## config.mk

```make
export PLATFORM = sky130hd
export DESIGN_NAME = humidity_temp_frame_decoder
export DESIGN_NICKNAME = d
export VERILOG_FILES = /design/src/rtl/htfd_pkg.sv /design/src/rtl/htfd_convert.sv /design/src/rtl/humidity_temp_frame_decoder.sv
export SDC_FILE = /design/constraint.sdc
export NUM_CORES = 1
export LEC_CHECK = 0
export BUFFER_PORTS_ARGS = -buffer_cell sky130_fd_sc_hd__buf_4
export CORE_MARGIN = 4
export CORE_UTILIZATION = 40
export CTS_BUF_LIST = sky130_fd_sc_hd__clkbuf_4
export DETAILED_ROUTE_END_ITERATION = 12
export GPL_TIMING_DRIVEN = 0
export SYNTH_ARGS = -nofsm -noshare
export SYNTH_HDL_FRONTEND = slang
export SYNTH_SLANG_ARGS = --single-unit
```

## constraint.sdc

```tcl
create_clock -name clk -period 13.2 [get_ports clk]
set_input_delay 0.66 -clock clk [delete_from_list [all_inputs] [get_ports clk]]
set_output_delay 0.66 -clock clk [all_outputs]
set_load 0.02 [all_outputs]
```

## src/rtl/htfd_pkg.sv

```systemverilog
`default_nettype none
// ----------------------------------------------------------------------------
// htfd_pkg
// Shared widths, CRC-8 constants and the byte CRC update for the
// humidity and temperature frame decoder.
// ----------------------------------------------------------------------------
package htfd_pkg;

  localparam int RAW_W  = 16;
  localparam int TEMP_W = 15;
  localparam int RH_W   = 7;

  localparam logic [7:0] CRC_POLY = 8'h31;
  localparam logic [7:0] CRC_INIT = 8'hFF;

  // frame byte positions
  localparam logic [2:0] POS_T_HI  = 3'd0;
  localparam logic [2:0] POS_T_LO  = 3'd1;
  localparam logic [2:0] POS_T_CRC = 3'd2;
  localparam logic [2:0] POS_H_HI  = 3'd3;
  localparam logic [2:0] POS_H_LO  = 3'd4;
  localparam logic [2:0] POS_H_CRC = 3'd5;

  // status codes
  localparam logic STATUS_OK      = 1'b0;
  localparam logic STATUS_CRC_ERR = 1'b1;

  // CRC-8, MSB first, no reflection, no final xor
  function automatic logic [7:0] crc8_byte(input logic [7:0] crc, input logic [7:0] b);
    logic [7:0] v;
    v = crc ^ b;
    for (int k = 0; k < 8; k++) begin
      if (v[7]) begin
        v = {v[6:0], 1'b0} ^ CRC_POLY;
      end else begin
        v = {v[6:0], 1'b0};
      end
    end
    return v;
  endfunction

endpackage
`default_nettype wire

```

## src/rtl/htfd_convert.sv

```systemverilog
`default_nettype none
// ----------------------------------------------------------------------------
// htfd_convert
// Scales raw temperature and humidity counts to centidegrees and percent,
// dividing by 65535 through the 2^16 = 65535 + 1 fold.
// ----------------------------------------------------------------------------
module htfd_convert
  import htfd_pkg::*;
(
  input  wire logic        [RAW_W-1:0]  temp_raw,
  input  wire logic        [RAW_W-1:0]  humid_raw,
  output logic signed      [TEMP_W-1:0] temp_centi,
  output logic             [RH_W-1:0]   rh_percent
);

  localparam logic [16:0] FULL_SCALE = 17'd65535;
  localparam logic [14:0] T_OFFSET   = 15'd4500;

  logic [30:0] t_prod;
  logic [16:0] t_sum;
  logic        t_ge;
  logic [14:0] t_quot;
  logic        t_rem_zero;
  logic        t_neg;
  logic signed [15:0] t_res;

  logic [22:0] h_prod;
  logic [16:0] h_sum;
  logic        h_ge;

  // p = a*65536 + b = a*65535 + (a + b), and a + b stays below 2*65535
  always_comb begin
    t_prod     = 31'(temp_raw) * 31'd17500;
    t_sum      = {2'b00, t_prod[30:16]} + {1'b0, t_prod[15:0]};
    t_ge       = (t_sum >= FULL_SCALE);
    t_quot     = t_prod[30:16] + {14'd0, t_ge};
    t_rem_zero = (t_sum == 17'd0) || (t_sum == FULL_SCALE);
    t_neg      = (t_quot < T_OFFSET);
    // truncate toward zero: round the floor up when negative and inexact
    t_res      = $signed({1'b0, t_quot}) - $signed({1'b0, T_OFFSET})
                 + $signed({15'd0, t_neg && !t_rem_zero});
    temp_centi = t_res[TEMP_W-1:0];

    h_prod     = 23'(humid_raw) * 23'd100;
    h_sum      = {10'd0, h_prod[22:16]} + {1'b0, h_prod[15:0]};
    h_ge       = (h_sum >= FULL_SCALE);
    rh_percent = h_prod[22:16] + {6'd0, h_ge};
  end

endmodule
`default_nettype wire

```

## src/rtl/humidity_temp_frame_decoder.sv

```systemverilog
`default_nettype none
// ----------------------------------------------------------------------------
// humidity_temp_frame_decoder
// A byte is registered in the input register on acceptance; a frame's result
// is loaded into the output register when its last byte advances from there.
// Throughput: one byte per cycle; only the last byte of a frame waits for a
// free output register. CRC and scaling fit in one pass between registers.
// Reset: synchronous, active high; position zero, CRC 0xFF, raws cleared.
// ----------------------------------------------------------------------------
module humidity_temp_frame_decoder
  import htfd_pkg::*;
(
  input  wire logic        clk,
  input  wire logic        rst,
  input  wire logic        s_tvalid,
  output logic             s_tready,
  input  wire logic [7:0]  s_tdata,   // [7:0] data_byte
  input  wire logic        s_tuser,   // [0] start_of_frame
  output logic             m_tvalid,
  input  wire logic        m_tready,
  output logic [23:0]      m_tdata,   // [14:0] temp_centi, [21:15] rh_percent, zero fill
  output logic             m_tuser    // [0] status
);

  logic             in_valid;
  logic [7:0]       in_byte;
  logic             in_sof;

  logic [2:0]       byte_position;
  logic [2:0]       byte_position_next;
  logic [7:0]       running_crc;
  logic [7:0]       running_crc_next;
  logic [RAW_W-1:0] temp_raw;
  logic [RAW_W-1:0] temp_raw_next;
  logic [RAW_W-1:0] humid_raw;
  logic [RAW_W-1:0] humid_raw_next;
  logic             temp_crc_good;
  logic             temp_crc_good_next;

  logic [2:0]       pos;
  logic             is_last;
  logic             out_free;
  logic             advance;
  logic             frame_ok;

  logic signed [TEMP_W-1:0] conv_temp;
  logic        [RH_W-1:0]   conv_rh;

  htfd_convert u_convert (
    .temp_raw   (temp_raw),
    .humid_raw  (humid_raw),
    .temp_centi (conv_temp),
    .rh_percent (conv_rh)
  );

  assign out_free = !m_tvalid || m_tready;
  assign is_last  = (pos == POS_H_CRC);
  assign advance  = in_valid && (!is_last || out_free);
  assign s_tready = !in_valid || advance;
  assign frame_ok = temp_crc_good && (running_crc == in_byte);

  always_comb begin
    pos = in_sof ? POS_T_HI : byte_position;
    if (pos > POS_H_CRC) begin
      pos = POS_T_HI;
    end

    byte_position_next = pos + 3'd1;
    running_crc_next   = running_crc;
    temp_raw_next      = temp_raw;
    humid_raw_next     = humid_raw;
    temp_crc_good_next = temp_crc_good;

    case (pos)
      POS_T_HI: begin
        temp_raw_next    = {in_byte, 8'h00};
        running_crc_next = crc8_byte(CRC_INIT, in_byte);
      end
      POS_T_LO: begin
        temp_raw_next    = {temp_raw[15:8], in_byte};
        running_crc_next = crc8_byte(running_crc, in_byte);
      end
      POS_T_CRC: begin
        temp_crc_good_next = (running_crc == in_byte);
        running_crc_next   = CRC_INIT;
      end
      POS_H_HI: begin
        humid_raw_next   = {in_byte, 8'h00};
        running_crc_next = crc8_byte(CRC_INIT, in_byte);
      end
      POS_H_LO: begin
        humid_raw_next   = {humid_raw[15:8], in_byte};
        running_crc_next = crc8_byte(running_crc, in_byte);
      end
      default: begin
        byte_position_next = POS_T_HI;
        running_crc_next   = CRC_INIT;
      end
    endcase
  end

  // input register
  always_ff @(posedge clk) begin
    if (rst) begin
      in_valid <= 1'b0;
    end else if (s_tready) begin
      in_valid <= s_tvalid;
    end
    if (s_tready && s_tvalid) begin
      in_byte <= s_tdata;
      in_sof  <= s_tuser;
    end
  end

  // frame state
  always_ff @(posedge clk) begin
    if (rst) begin
      byte_position <= POS_T_HI;
      running_crc   <= CRC_INIT;
      temp_raw      <= '0;
      humid_raw     <= '0;
      temp_crc_good <= 1'b0;
    end else if (advance) begin
      byte_position <= byte_position_next;
      running_crc   <= running_crc_next;
      temp_raw      <= temp_raw_next;
      humid_raw     <= humid_raw_next;
      temp_crc_good <= temp_crc_good_next;
    end
  end

  // result register
  always_ff @(posedge clk) begin
    if (rst) begin
      m_tvalid <= 1'b0;
    end else if (advance && is_last) begin
      m_tvalid <= 1'b1;
    end else if (m_tready) begin
      m_tvalid <= 1'b0;
    end
    if (advance && is_last) begin
      if (frame_ok) begin
        m_tdata <= {2'b00, conv_rh, conv_temp};
        m_tuser <= STATUS_OK;
      end else begin
        m_tdata <= '0;
        m_tuser <= STATUS_CRC_ERR;
      end
    end
  end

endmodule
`default_nettype wire
```

* Word level (Yosys, flattened, before mapping)
Cells that the tools add are included.
** Operators by class
- Add/subtract/negate cells :: 7
- $mul :: 2
- Magnitude comparators :: 4
- Eq/ne operators :: 7
- Muxes and demuxes :: 67
- Bitwise logic cells :: 34
- Reductions and logical operators :: 24
** Operator list (count)
- 8-bit 2-to-1 mux :: 28
- 6-bit 2-to-1 mux :: 30
- 3-bit NOT :: 30
- 16-bit case mux with 2 select lines :: 2
- 17-bit by 16-bit >= comparator with 1-bit output, second input constant :: 2
- 8-bit case mux with 4 select lines :: 1
- 16-bit by 13-bit multiplier with 29-bit output, second input constant :: 1
- 16-bit by 5-bit multiplier with 21-bit output, second input constant :: 1
- 15-bit by 16-bit adder with 17-bit output :: 1
- 7-bit by 16-bit adder with 17-bit output :: 1
- 17-bit by 16-bit equality test with 1-bit output, second input constant :: 1
- 17-bit logical NOT :: 1
- 15-bit by 1-bit adder with 15-bit output :: 1
- 15-bit by 2-bit adder with 15-bit output :: 1
- 15-bit by 13-bit less-than comparator with 1-bit output, second input constant :: 1
- 15-bit by 13-bit subtractor with 15-bit output, second input constant :: 1
- 3-bit 2-to-1 mux :: 3
- 8-bit equality test :: 1
- 8-bit NOT :: 1
- 8-bit XOR :: 1
- 7-bit by 1-bit adder with 7-bit output :: 1
- 3-bit by 2-bit equality test with 1-bit output, second input constant :: 2
- 3-bit equality test, second input constant :: 2
- 2-bit AND reduction :: 3
- 12 further kinds :: 28
** Word-level totals
- Register bits after elaboration :: 80
- Bits of input ports :: 13
- Output and inout port bits :: 27
- Word-level logic and storage cells :: 159

* Longest topological paths before layout
Gate-level depths: netlist (run 1).
- Word-level depth :: 26
- Gate-level depth with buffers :: 47
- Gate-level depth less buffers :: 46

* By module
A second synthesis (run 1) with hierarchy kept.
** Unflattened totals
- Cell total of the unflattened synthesis :: 1254
- Area, all modules :: 10913.0 um2
** Modules (own cells, without submodules)
- htfd_convert :: times used 1, cells an instance 934, area an instance 7367.1 um2, seq. area each 0.0 um2
- humidity_temp_frame_decoder :: times used 1, cells an instance 320, area an instance 3545.9 um2, seq. area each 1881.8 um2

* Least setup slack after synthesis (run 1)
No wires, ideal clock.
- Kind :: reg-to-reg
- Start :: register temp_raw[12]
- End :: register m_tdata[14] (data pin)
- Library setup time :: 0.256 ns
- Data arrival time :: 9.842 ns
- Data required time :: 12.944 ns
- Path slack :: 3.102 ns
- Stages on the path, launching flop included :: 46
- Path buffers :: 1
- Period minus slack after synthesis :: 10.098 ns
- Cell sequence :: dfxtp_1 ha_1 inv_1 fa_1 inv_1 ha_1 fa_1 inv_1 fa_1 inv_1 ha_1 buf_6 a21o_4 nor2b_4 o41a_1 o21ai_2 nand2_2 ha_1 [10 not listed] nand3_1 ha_1 nand4_2 a211oi_4 nand3_4 nor4_1 a31o_2 nand2_1 nand2_1 nor3_2 ha_1 nor2b_1 nand3_1 o211ai_1 o31a_1 o31ai_1 a311oi_2 a41o_1
** Between the ends
- Word-level cells in the longest chain between the ends :: 7
- Elaborated cells on any way between the ends :: 12
- Classes of those cells :: 4 x add/sub; 1 x mul; 2 x order compare; 1 x eq/ne; 4 x reduce/logical
** Ends and longest elaborated chain
- start, declared :: RTL line humidity_temp_frame_decoder.sv:33 : logic [RAW_W-1:0] temp_raw;
- start signal, assigned :: RTL line humidity_temp_frame_decoder.sv:126 : temp_raw <= temp_raw_next;
- 16-bit by 13-bit multiplier with 29-bit output * :: RTL line htfd_convert.sv:33 : t_prod = 31'(temp_raw) * 31'd17500;
- 15-bit by 16-bit adder with 17-bit output :: RTL line htfd_convert.sv:34 : t_sum = {2'b00, t_prod[30:16]} + {1'b0, t_prod[15:0]};
- 17-bit by 16-bit >= comparator with 1-bit output, or another cell as far along :: RTL line htfd_convert.sv:35 : t_ge = (t_sum >= FULL_SCALE);
- 15-bit by 1-bit adder with 15-bit output or 1-bit logical OR (tied branches) :: RTL line htfd_convert.sv:36, htfd_convert.sv:37
- 15-bit by 13-bit less-than comparator with 1-bit output or 1-bit logical NOT (tied branches) :: RTL line htfd_convert.sv:38, htfd_convert.sv:41
- 1-bit logical AND :: RTL line htfd_convert.sv:41 : + $signed({15'd0, t_neg && !t_rem_zero});
- 15-bit by 2-bit adder with 15-bit output * :: RTL line htfd_convert.sv:41
- end signal, assigned :: RTL line humidity_temp_frame_decoder.sv:143 : m_tdata <= {2'b00, conv_rh, conv_temp};
- end, declared :: RTL line humidity_temp_frame_decoder.sv:21 : output logic [23:0] m_tdata,
Mark *: on every way between the ends. The rest lies on a longest branch, timed or not.
A chain may end at the register's enable or synchronous reset.

* Worst setup path after layout (run 1)
- Start :: register temp_raw[9]
- End :: register m_tdata[8] (data pin)
Same word-level chain as after synthesis.

==> impl_metrics.yaml, run 1 <==
sta:
  worst_slew_pin_slew_ns: 1.31
  min_period_over_period_pct: 88.5
  slew_headroom_pct: 11.5
  setup_viol: 0
  drv_slew: 0
  layout_min_cycle_time_ns: 11.68
  setup_tns_ns: 0
  rsz0062_at_grt: "false"
  finalHoldViolCount: 0
  setup_ws_ns: 1.52
  fmax_ghz: 0.0856
  skew_ns: 0.0194
logic_synthesis:
  yosys_warnings: 0
  ys.flop_type: "dfxtp_1"
  synth_cell_types: 100
  async_flop_share_pct: 0
  synth_enable_flop_cells: 32
  yosys_register_bits: 78
  synthCells: 1234
  syn_avg_cell_area_um2: 8.69
  ys_seq_area_share_pct: 17.5
  synth_area_um2: 10700
route:
  drt_iter0_markers: 442
  ant_nets: 0
  drtPass1Iterations: 5
  drc_errors: 0
  routed_wl_um: 24600
  via_count: 8552
  wl_per_cell_um: 15.1
  viasPerCell: 5.27
hold_path:
  min_path_cells: 1
  min_from: "s_tdata[6]"
  min_path_type: "primary input to register"
  min_to: "in_byte[6]"
critical_path:
  start_kind: "register"
  r2r_cells: 43
  crit_path_start: "temp_raw[9]"
  r2r-end: "m_tdata[8]"
  max_stage_delay_ns: 0.65
  critPathRequiredTime_ns: 13.44
  rrSetupSlack_ns: 1.52
  cp.arrival_ns: 11.92
  crit_path_max_fanout: 8
  crit_top_cell: "ha_1"
  rr_startpoint: "temp_raw[9]"
  path_class: "register to register"
  end_kind: "register"
  crit_path_top_delay_cell: "nor4_1"
cells_and_area:
  stdcell_area_um2: 11600
  fin_nets: 1532
  diodes: 0
  syn_to_final_growth_pct: 7.93
  drive_above_1_share_pct: 8.77
global_routing:
  grt-ovfl-total: 0
  grt_max_degree: 18
  first_global_vias: 8386
  antenna_found_initial: 0
  grt_usage_pct: 17.3
  grt_pass1_wl_um: 41800
die:
  start_util_pct: 40.9
  die_h_um: 172
  coreArea_um2: 26200
  pin_count: 40
  fp.dieW_um: 172
  rows: 59
  die_area_um2: 29500
placement:
  hpwl_um: 20200
  preCtsSetupSlack_ns: 1.60
  portBuffers: 36
  dpl_cell_area_um2: 11400
  routabilityCongestion: 0.854
clocking:
  cts_setup_buffers: 0
  clk_latency_ns: 0.48
  cts-root-buf: "clkbuf_4"
  post_cts_resized: 0
  clock_sinks: 78
  clock_path_buffers: 2
  tritoncts: "yes"
  ctsHoldBuffers: 0
  clk_pin_slew_ns: 0.16
  numCtsBuffers: 9
  htreeDepth: 3
outcome:
  status: "complete, no violations"
pwr:
  leakagePower_nw: 5.67
  power_density_nw_per_um2: 62.8
  vdd_drop_max_uv: 45.3
  power_uw: 727
job:
  drv_cap: 0
## layer usage
layer  routed length [um]  global-route usage, %  share of wire (%)
met2                10700                   27.5                 44
met1                12300                   24.5                 50
met4                  395                   3.73                1.6
met3                 1110                   3.38                4.5
met5                    0                      0                  0
## power by group
part           internal (mW)  switching (mW)  leakage [nW]
combinational          0.122           0.185          4.97
clock                 0.0459           0.109        0.0796
sequential             0.256         0.00818         0.619
## layout by cell type (no fill, tap or decap), types with 6 or more instances in the layout
cell      Yosys  layout
nand2_1      46      46
fa_1         58      58
nor3b_1       6       6
and3_1        9       9
xor2_1       33      33
nand4_1      12      12
o21ai_0      45      45
mux2i_1      24      24
clkbuf_1     27      27
nand2b_1     11      11
o211ai_1     10      10
xnor2_1      61      61
a211o_1       9       9
nand3_1      22      22
nor2b_1      10      10
inv_1       203     203
dfxtp_1      46      46
a22oi_1      19      19
o21a_1        7       7
nor2_1      113     112
nor3_1       22      22
ha_1        178     178
and4_1        6       6
buf_4         4      40
or3_1         9       9
edfxtp_1     32      32
a21oi_1      61      61
a31oi_1       8       8
clkbuf_4      0       9
a211oi_1      8       8
a21o_1       11      11
## cell usage after synthesis, types with 4 or more instances
library cell  instances  share of area [%]
a22oi_1              19                1.3
xor2_1               33                2.7
inv_2                 4               0.14
or3_1                 9               0.52
clkbuf_1             27               0.94
o21bai_1              4               0.28
nand2_1              46                1.6
and3_1                9               0.52
dfxtp_1              46                8.6
o21ai_0              45                2.1
or2_2                 5               0.29
xnor2_1              61                5.0
buf_4                 4               0.28
edfxtp_1             32                9.0
a21o_1               11               0.77
a21oi_1              61                2.8
nor2b_1              10               0.58
a211o_1               9               0.73
inv_1               203                7.1
o21a_1                7               0.49
and2_1                5               0.29
nor2_1              113                4.0
mux2i_1              24                2.2
buf_2                 4               0.19
nor3_1               22                1.0
a31oi_1               8               0.47
nor3b_1               6               0.42
a211oi_1              8               0.56
nand3_1              22                1.0
nor4_1                5               0.29
ha_1                178                 21
o31ai_1               5               0.35
o2111ai_1             4               0.33
o211ai_1             10               0.70
fa_1                 58                 11
and4_1                6               0.49
nand2b_1             11               0.64
nand4_1              12               0.70
## through the flow
step / hold WS (ns) / cells / util (%)
after floorplan: 0.456 / 1235 / -
after global placement: 0.469 / 1606 / 43.6
after detailed placement: 0.474 / 1607 / 43.6
after CTS: 0.295 / 1623 / 44.2
after global routing: 0.287 / 1623 / 44.2
final: 0.336 / 1623 / 44.2
## sequential cells by signal (all words and copies together), names as in the netlist
register and flops:
in_sof 1, running_crc 8, humid_raw 16, m_tvalid 1
byte_position 3, in_byte 8, in_valid 1, temp_raw 16
m_tuser 1, m_tdata 22, temp_crc_good 1
## critical path: cells and delay by family (launching register included)
family,cells,cell delay (ns)
xor+xnor,3,0.92
fa+ha+maj,10,3.55
flops,1,0.60
buf+inv,4,0.58
compound gates,12,2.97
simple gates,14,2.81
## worst max path at each step
stage / depth (start not counted) / slack, ns / end
global route: 43 / 0.58 / m_tdata[13]
finish: 43 / 1.52 / m_tdata[8]
detailed placement: 43 / 1.60 / m_tdata[8]
floorplan: 45 / 3.10 / m_tdata[14]
global placement: 43 / 1.58 / m_tdata[8]
CTS: 43 / 1.52 / m_tdata[8]
## cells by family (layout without fill, tap and decap cells)
| kind of cell | after synthesis | after routing | synth area share, % |
|---|---|---|---|
| buf+inv | 245 | 298 | 8.90 |
| other cells | 1 | 2 | 0.0350 |
| simple gates | 308 | 308 | 15.1 |
| xor+xnor | 95 | 95 | 7.90 |
| compound gates | 243 | 243 | 16.3 |
| fa+ha+maj | 237 | 237 | 31.7 |
| flops | 78 | 78 | 17.5 |
| mux | 27 | 27 | 2.58 |
## cell type report
cell class,instances,area (um^2)
Fill cell,2608,14600
Multi-Input combinational cell,912,7900
Timing Repair Buffer,37,282
Clock inverter,7,76.3
Buffer,38,178
Inverter,207,777
Tap cell,335,419
Sequential cell,78,1880
Clock buffer,9,67.6
Power figures use the tool's default switching activity.
==> inputs of run 2 (changes only) <==
--- a/config.mk
+++ b/config.mk
@@ -11,6 +11,7 @@
 export CTS_BUF_LIST = sky130_fd_sc_hd__clkbuf_4
 export DETAILED_ROUTE_END_ITERATION = 12
 export GPL_TIMING_DRIVEN = 0
+export PLACE_DENSITY = 0.57
 export SYNTH_ARGS = -nofsm -noshare
 export SYNTH_HDL_FRONTEND = slang
 export SYNTH_SLANG_ARGS = --single-unit
==> run 2 against run 1 <==
Fmax shrank 1.7%. Sequential share of layout area is essentially flat. Clock skew shrank 0.0066 ns. Wire length increased by 2.7%. Hold slack improved by 0.040 ns. Final area barely moved. Register-to-register slack got worse by 0.20 ns. Die area did not move. Global-route usage increased by 0.24 points. Total power increased by 0.88%. Critical path type unchanged.
==> impl_metrics.yaml, run 2 (synthesis gave the netlist of run 1 again) <==
clocking:
  post_cts_resized: 0
  ctsHoldBuffers: 0
  clock_sinks: 78
  cts-root-buf: "clkbuf_4"
  cts_setup_buffers: 0
  tritoncts: "yes"
  htreeDepth: 3
  clk_pin_slew_ns: 0.14
  clk_latency_ns: 0.45
  clock_path_buffers: 2
  numCtsBuffers: 9
die:
  coreArea_um2: 26200
  start_util_pct: 40.9
  fp.dieW_um: 172
  die_h_um: 172
  die_area_um2: 29500
  pin_count: 40
  rows: 59
critical_path:
  crit_path_max_fanout: 8
  start_kind: "register"
  rrSetupSlack_ns: 1.32
  cp.arrival_ns: 12.08
  end_kind: "register"
  path_class: "register to register"
  crit_path_top_delay_cell: "nor4_1"
  max_stage_delay_ns: 0.65
  critPathRequiredTime_ns: 13.40
pwr:
  p_clk_share_pct: 21.8
  switching_power_uw: 293
  comb_power_share_pct: 42.1
  p_sw_share_pct: 40.0
  vdd_drop_max_uv: 67.2
  internal_power_uw: 440
  leakagePower_nw: 5.67
  power_density_nw_per_um2: 63.3
  power.share.sequential_pct: 36.1
global_routing:
  antenna_found_initial: 0
  grt_pass1_wl_um: 42200
  grt-ovfl-total: 0
  grt_usage_pct: 17.5
  grt_max_degree: 15
  first_global_vias: 8403
route:
  drc_errors: 0
  drtPass1Iterations: 5
  viasPerCell: 5.27
  ant_nets: 0
  wl_met1_um: 12800
  wl_met2_um: 11400
  wl_per_cell_um: 15.5
  via_count: 8549
  routed_wl_um: 25200
  drt_iter0_markers: 478
  routed.top_layer: "met4"
  wl_met3_um: 804
cells_and_area:
  fin_nets: 1532
  regMostFlops: "m_tdata"
  final_cell_mix: "203 x inv_1, 178 x ha_1, 112 x nor2_1"
  largestRegisters: "m_tdata x22, humid_raw x16, temp_raw x16"
  syn_to_final_growth_pct: 7.99
  stdcell_area_um2: 11600
  final_common_cell: "inv_1"
  n_fill_cell: 2613
  diodes: 0
  largest_reg_flops: 22
  fin_util_pct: 44.2
  drive_above_1_share_pct: 8.85
sta:
  finalHoldViolCount: 0
  skew_ns: 0.0128
  drv_slew: 0
  fmax_ghz: 0.0842
  worst_slew_pin_slew_ns: 0.965
  setup_ws_ns: 1.32
  slew_headroom_pct: 35.1
  layout_min_cycle_time_ns: 11.88
  setup_viol: 0
  min_period_over_period_pct: 90.0
  rsz0062_at_grt: "false"
  setup_tns_ns: 0
placement:
  routabilityCongestion: 0.854
  hpwl_um: 20800
  portBuffers: 36
  dpl_cell_area_um2: 11400
  preCtsSetupSlack_ns: 1.32
job:
  drv_cap: 0
outcome:
  status: "complete, no violations"
hold_path:
  min_path_type: "primary input to register"
## run 2: metrics by stage
step	power, mW	cells	hold WS [ns]
after global routing	0.786	1623	0.320
after detailed placement	0.574	1607	0.471
after CTS	0.735	1623	0.346
after floorplan	0.507	1235	0.456
after global placement	0.572	1606	0.471
final	0.733	1623	0.376
## run 2: area by class of cell
| class | count | area, um^2 | area share (%) |
|---|---|---|---|
| buffer | 38 | 178 | 1.53 |
| clock buffer | 10 | 75.1 | 0.648 |
| clock inverter | 6 | 68.8 | 0.594 |
| inverter | 207 | 777 | 6.71 |
| multi-input combinational | 912 | 7900 | 68.2 |
| sequential | 78 | 1880 | 16.2 |
| tap | 335 | 419 | 3.62 |
| timing repair buffer | 37 | 282 | 2.43 |
## run 2: critical path, delay by kind of cell, from the launching register on
kind	cells	cell delay (ns)
adder cells (fa/ha/maj)	10	3.57
AO/OA/AOI/OAI	11	3.34
AND/OR/NAND/NOR	14	2.89
buffers and inverters	7	0.81
flip-flops	1	0.61
XOR/XNOR	2	0.40
## run 2: metal layers
layer | GRT usage [%] | vias to the layer above
li1 | - | 4364
met3 | 2.14 | 14
met4 | 2.56 | 0
met2 | 28.9 | 140
met5 | 0 | -
met1 | 25.3 | 4031
## run 2: power by group through the flow
stage	Combinational, mW	Clock, mW	Sequential (mW)
finish	0.308	0.160	0.264
global placement	0.302	0	0.270
detailed placement	0.304	0	0.270
floorplan	0.240	0	0.267
global route	0.346	0.175	0.266
CTS	0.307	0.163	0.265
## run 2: path summary, 6_finish.rpt
check / start / to / cells past startpoint
hold / removal: s_tdata[2] / in_byte[2] / 1
setup / recovery: temp_raw[12] / m_tdata[8] / 44
setup reg to reg: temp_raw[12] / m_tdata[8] / 44
hold reg to reg: running_crc[1] / running_crc[1] / 1
==> inputs of run 3 (changes only) <==
--- a/config.mk
+++ b/config.mk
@@ -12,6 +12,8 @@
 export DETAILED_ROUTE_END_ITERATION = 12
 export GPL_TIMING_DRIVEN = 0
 export PLACE_DENSITY = 0.57
+export SKIP_LAST_GASP = 1
 export SYNTH_ARGS = -nofsm -noshare
 export SYNTH_HDL_FRONTEND = slang
+export SYNTH_HIERARCHICAL = 1
 export SYNTH_SLANG_ARGS = --single-unit
==> run 3 against run 2 <==
Synthesized cell count up 1.6%. Combinational power down 2%. Non-clock buffer count up 2. First-iteration DRC count down 11%. Via count up 2.5%. Critical path depth down 1. Global-route usage down 0.40 points. Fmax down 3.0%. Total power down 1.7%. Worst setup slack worse by 0.36 ns. Clock power down 4%. Hold slack worse by 0.033 ns.
==> impl_metrics.yaml, run 3 <==
outcome:
  status: "complete, no violations"
global_routing:
  grt_usage_pct: 17.1
  grt_pass1_wl_um: 42900
  grt-ovfl-total: 0
  first_global_vias: 8787
  antenna_found_initial: 1
  grt_max_degree: 24
clocking:
  clk_latency_ns: 0.48
  tritoncts: "yes"
  htreeDepth: 3
  clock_sinks: 78
  clk_pin_slew_ns: 0.17
  numCtsBuffers: 9
  cts-root-buf: "clkbuf_4"
  cts_setup_buffers: 0
  ctsHoldBuffers: 0
  clock_path_buffers: 2
  post_cts_resized: 0
logic_synthesis:
  syn_avg_cell_area_um2: 8.70
  synth_most_common_cell: "inv_1"
  muxShareOfSynthArea_pct: 2.03
  synth_enable_flop_cells: 32
  yosys-top-cells-area: "ha_1 21%, fa_1 11%, edfxtp_1 8.8%, dfxtp_1 8.4%, inv_1 6.6%"
  netlist.area_leader.share_pct: 20.5
  ys.flop_type: "dfxtp_1"
  async_flop_share_pct: 0
  synthAdderAreaFrac_pct: 31.2
  synth_cell_types: 95
  ys_top_cells_by_count: "193 x inv_1, 179 x ha_1, 96 x nor2_1, 62 x xnor2_1, 58 x fa_1"
  yosys.area_share.simple_pct: 16.5
  yosysTopAreaCell: "ha_1"
  ys_seq_area_share_pct: 17.2
  synth_top_family_by_area: "adder cells"
  synth_area_um2: 10900
  yosys_register_bits: 78
  yosys_warnings: 6
  synth_compound_area_share_pct: 16.5
  synthCells: 1254
  synthXorXnorAreaFrac_pct: 7.89
sta:
  slew_headroom_pct: 22.8
  min_period_over_period_pct: 92.8
  worst_slew_pin_slew_ns: 1.16
  setup_viol: 0
  rsz0062_at_grt: "false"
  setup_ws_ns: 0.955
  drv_slew: 0
  fmax_ghz: 0.0817
  skew_ns: 0.0260
  layout_min_cycle_time_ns: 12.24
  setup_tns_ns: 0
  finalHoldViolCount: 0
cells_and_area:
  final_common_cell: "inv_1"
  multiInputGateArea_um2: 8090
  drive_above_1_share_pct: 8.87
  final_cell_mix: "193 x inv_1, 179 x ha_1, 96 x nor2_1"
  largestRegisters: "m_tdata x22, humid_raw x16, temp_raw x16"
  n_fill_cell: 2700
  stdcell_area_um2: 11800
  regMostFlops: "m_tdata"
  ff_latch_area_um2: 1880
  syn_to_final_growth_pct: 7.82
  largest_reg_flops: 22
  fin_nets: 1553
  fin_util_pct: 43.8
route:
  ant_nets: 0
  routed_wl_um: 25200
  drtPass1Iterations: 5
  wl_per_cell_um: 15.3
  drc_errors: 0
  viasPerCell: 5.31
  via_count: 8762
  drt_iter0_markers: 424
hold_path:
  min_path_cells: 1
  min_from: "s_tdata[4]"
  min_path_type: "primary input to register"
  min_to: "in_byte[4]"
critical_path:
  crit_buf_inv: 5
  r2r-end: "m_tdata[14]"
  max_stage_delay_ns: 0.64
  crit_top_cell: "ha_1"
  crit_path_max_fanout: 10
  cp.arrival_ns: 12.48
  rrSetupSlack_ns: 0.96
  start_kind: "register"
  r2r_cells: 43
  end_kind: "register"
  path_delay_family: "compound AO/OA/AOI/OAI gates"
  critPathRequiredTime_ns: 13.44
  path_class: "register to register"
  crit_path_top_delay_cell: "dfxtp_1"
  rr_startpoint: "temp_raw[10]"
die:
  pin_count: 40
  die_area_um2: 30000
  fp.dieW_um: 173
  coreArea_um2: 26900
  die_h_um: 173
  rows: 60
  start_util_pct: 40.6
placement:
  portBuffers: 36
  preCtsSetupSlack_ns: 0.584
  routabilityCongestion: 0.863
  hpwl_um: 20700
  dpl_cell_area_um2: 11600
pwr:
  power.share.sequential_pct: 36.9
  vdd_drop_max_uv: 48.0
  internal_power_uw: 427
  comb_power_share_pct: 41.9
  p_sw_share_pct: 40.7
  p_clk_share_pct: 21.2
  power_density_nw_per_um2: 61.2
  switching_power_uw: 293
  leakagePower_nw: 5.76
job:
  drv_cap: 0
-- run 3: changes by cell type after synthesis, moves of 9 or more --
cell / previous run / this run
and3_1: 9 / 31
nor2_1: 113 / 96
and2_1: 5 / 17
nor3_1: 22 / 34
a21oi_1: 61 / 50
clkbuf_1: 27 / 17
inv_1: 203 / 193
a21o_1: 11 / 20
a22oi_1: 19 / 10
-- run 3: stage by stage --
| stage | total power [mW] | std cells | hold WS, ns |
|---|---|---|---|
| 6_report | 0.720 | 1650 | 0.343 |
| 5_1_grt | 0.775 | 1650 | 0.302 |
| 2_1_floorplan | 0.504 | 1255 | 0.499 |
| 3_3_place_gp | 0.567 | 1632 | 0.521 |
| 3_5_place_dp | 0.571 | 1632 | 0.526 |
| 4_1_cts | 0.725 | 1648 | 0.310 |
-- run 3: logic make-up after synthesis --
family,after synthesis
muxes,22
buffers and inverters,235
adders and majority gates,237
DFF,78
xor gates and xnor gates,95
other,1
AOI/OAI and AO/OA,250
and+or+nand+nor,336
-- run 3: power groups by stage --
stage | combinational, mW | sequential (mW) | clock, mW
finish | 0.302 | 0.266 | 0.153
CTS | 0.301 | 0.266 | 0.158
detailed placement | 0.299 | 0.271 | 0
global route | 0.340 | 0.267 | 0.168
global placement | 0.296 | 0.271 | 0
floorplan | 0.237 | 0.267 | 0
-- run 3: metal layers --
metal	share of wire, %	wire (um)	vias to the layer above	global-route usage (%)
met2	48	12000	125	30.1
met1	48	12000	4125	22.3
met5	0	0	-	0
met3	2.9	725	31	2.36
li1	-	-	4481	-
met4	1.9	473	0	4.29
-- run 3: layout make-up --
| cell class | count | area share (%) |
|---|---|---|
| diodes | 1 | 0.0213 |
| well taps | 341 | 3.63 |
| inverters | 195 | 6.22 |
| plain buffers | 40 | 1.84 |
| clock buffers | 9 | 0.574 |
| multi-input cells | 942 | 68.7 |
| clock inverters | 7 | 0.649 |
| repair buffers | 37 | 2.34 |
| flip-flops and latches | 78 | 16.0 |
-- run 3: worst reg2reg max path: cells and delay by family, from the launching register on --
family | cells | cell delay [ns]
mux | 1 | 0.27
flops | 1 | 0.64
buf+inv | 5 | 0.88
fa+ha+maj | 10 | 3.45
simple gates | 8 | 1.46
xor+xnor | 1 | 0.14
compound gates | 18 | 5.17
-- run 3: how the worst max path moves through the flow --
stage	startpoint	to	slack, ns	cells after the start
after floorplan	temp_raw[11]	m_tdata[14]	3.03	45
after global placement	temp_raw[9]	m_tdata[14]	0.68	42
after detailed placement	temp_raw[9]	m_tdata[14]	0.58	42
after CTS	temp_raw[10]	m_tdata[14]	0.54	42
after global routing	temp_raw[10]	m_tdata[14]	0.20	45
final	temp_raw[10]	m_tdata[14]	0.96	43
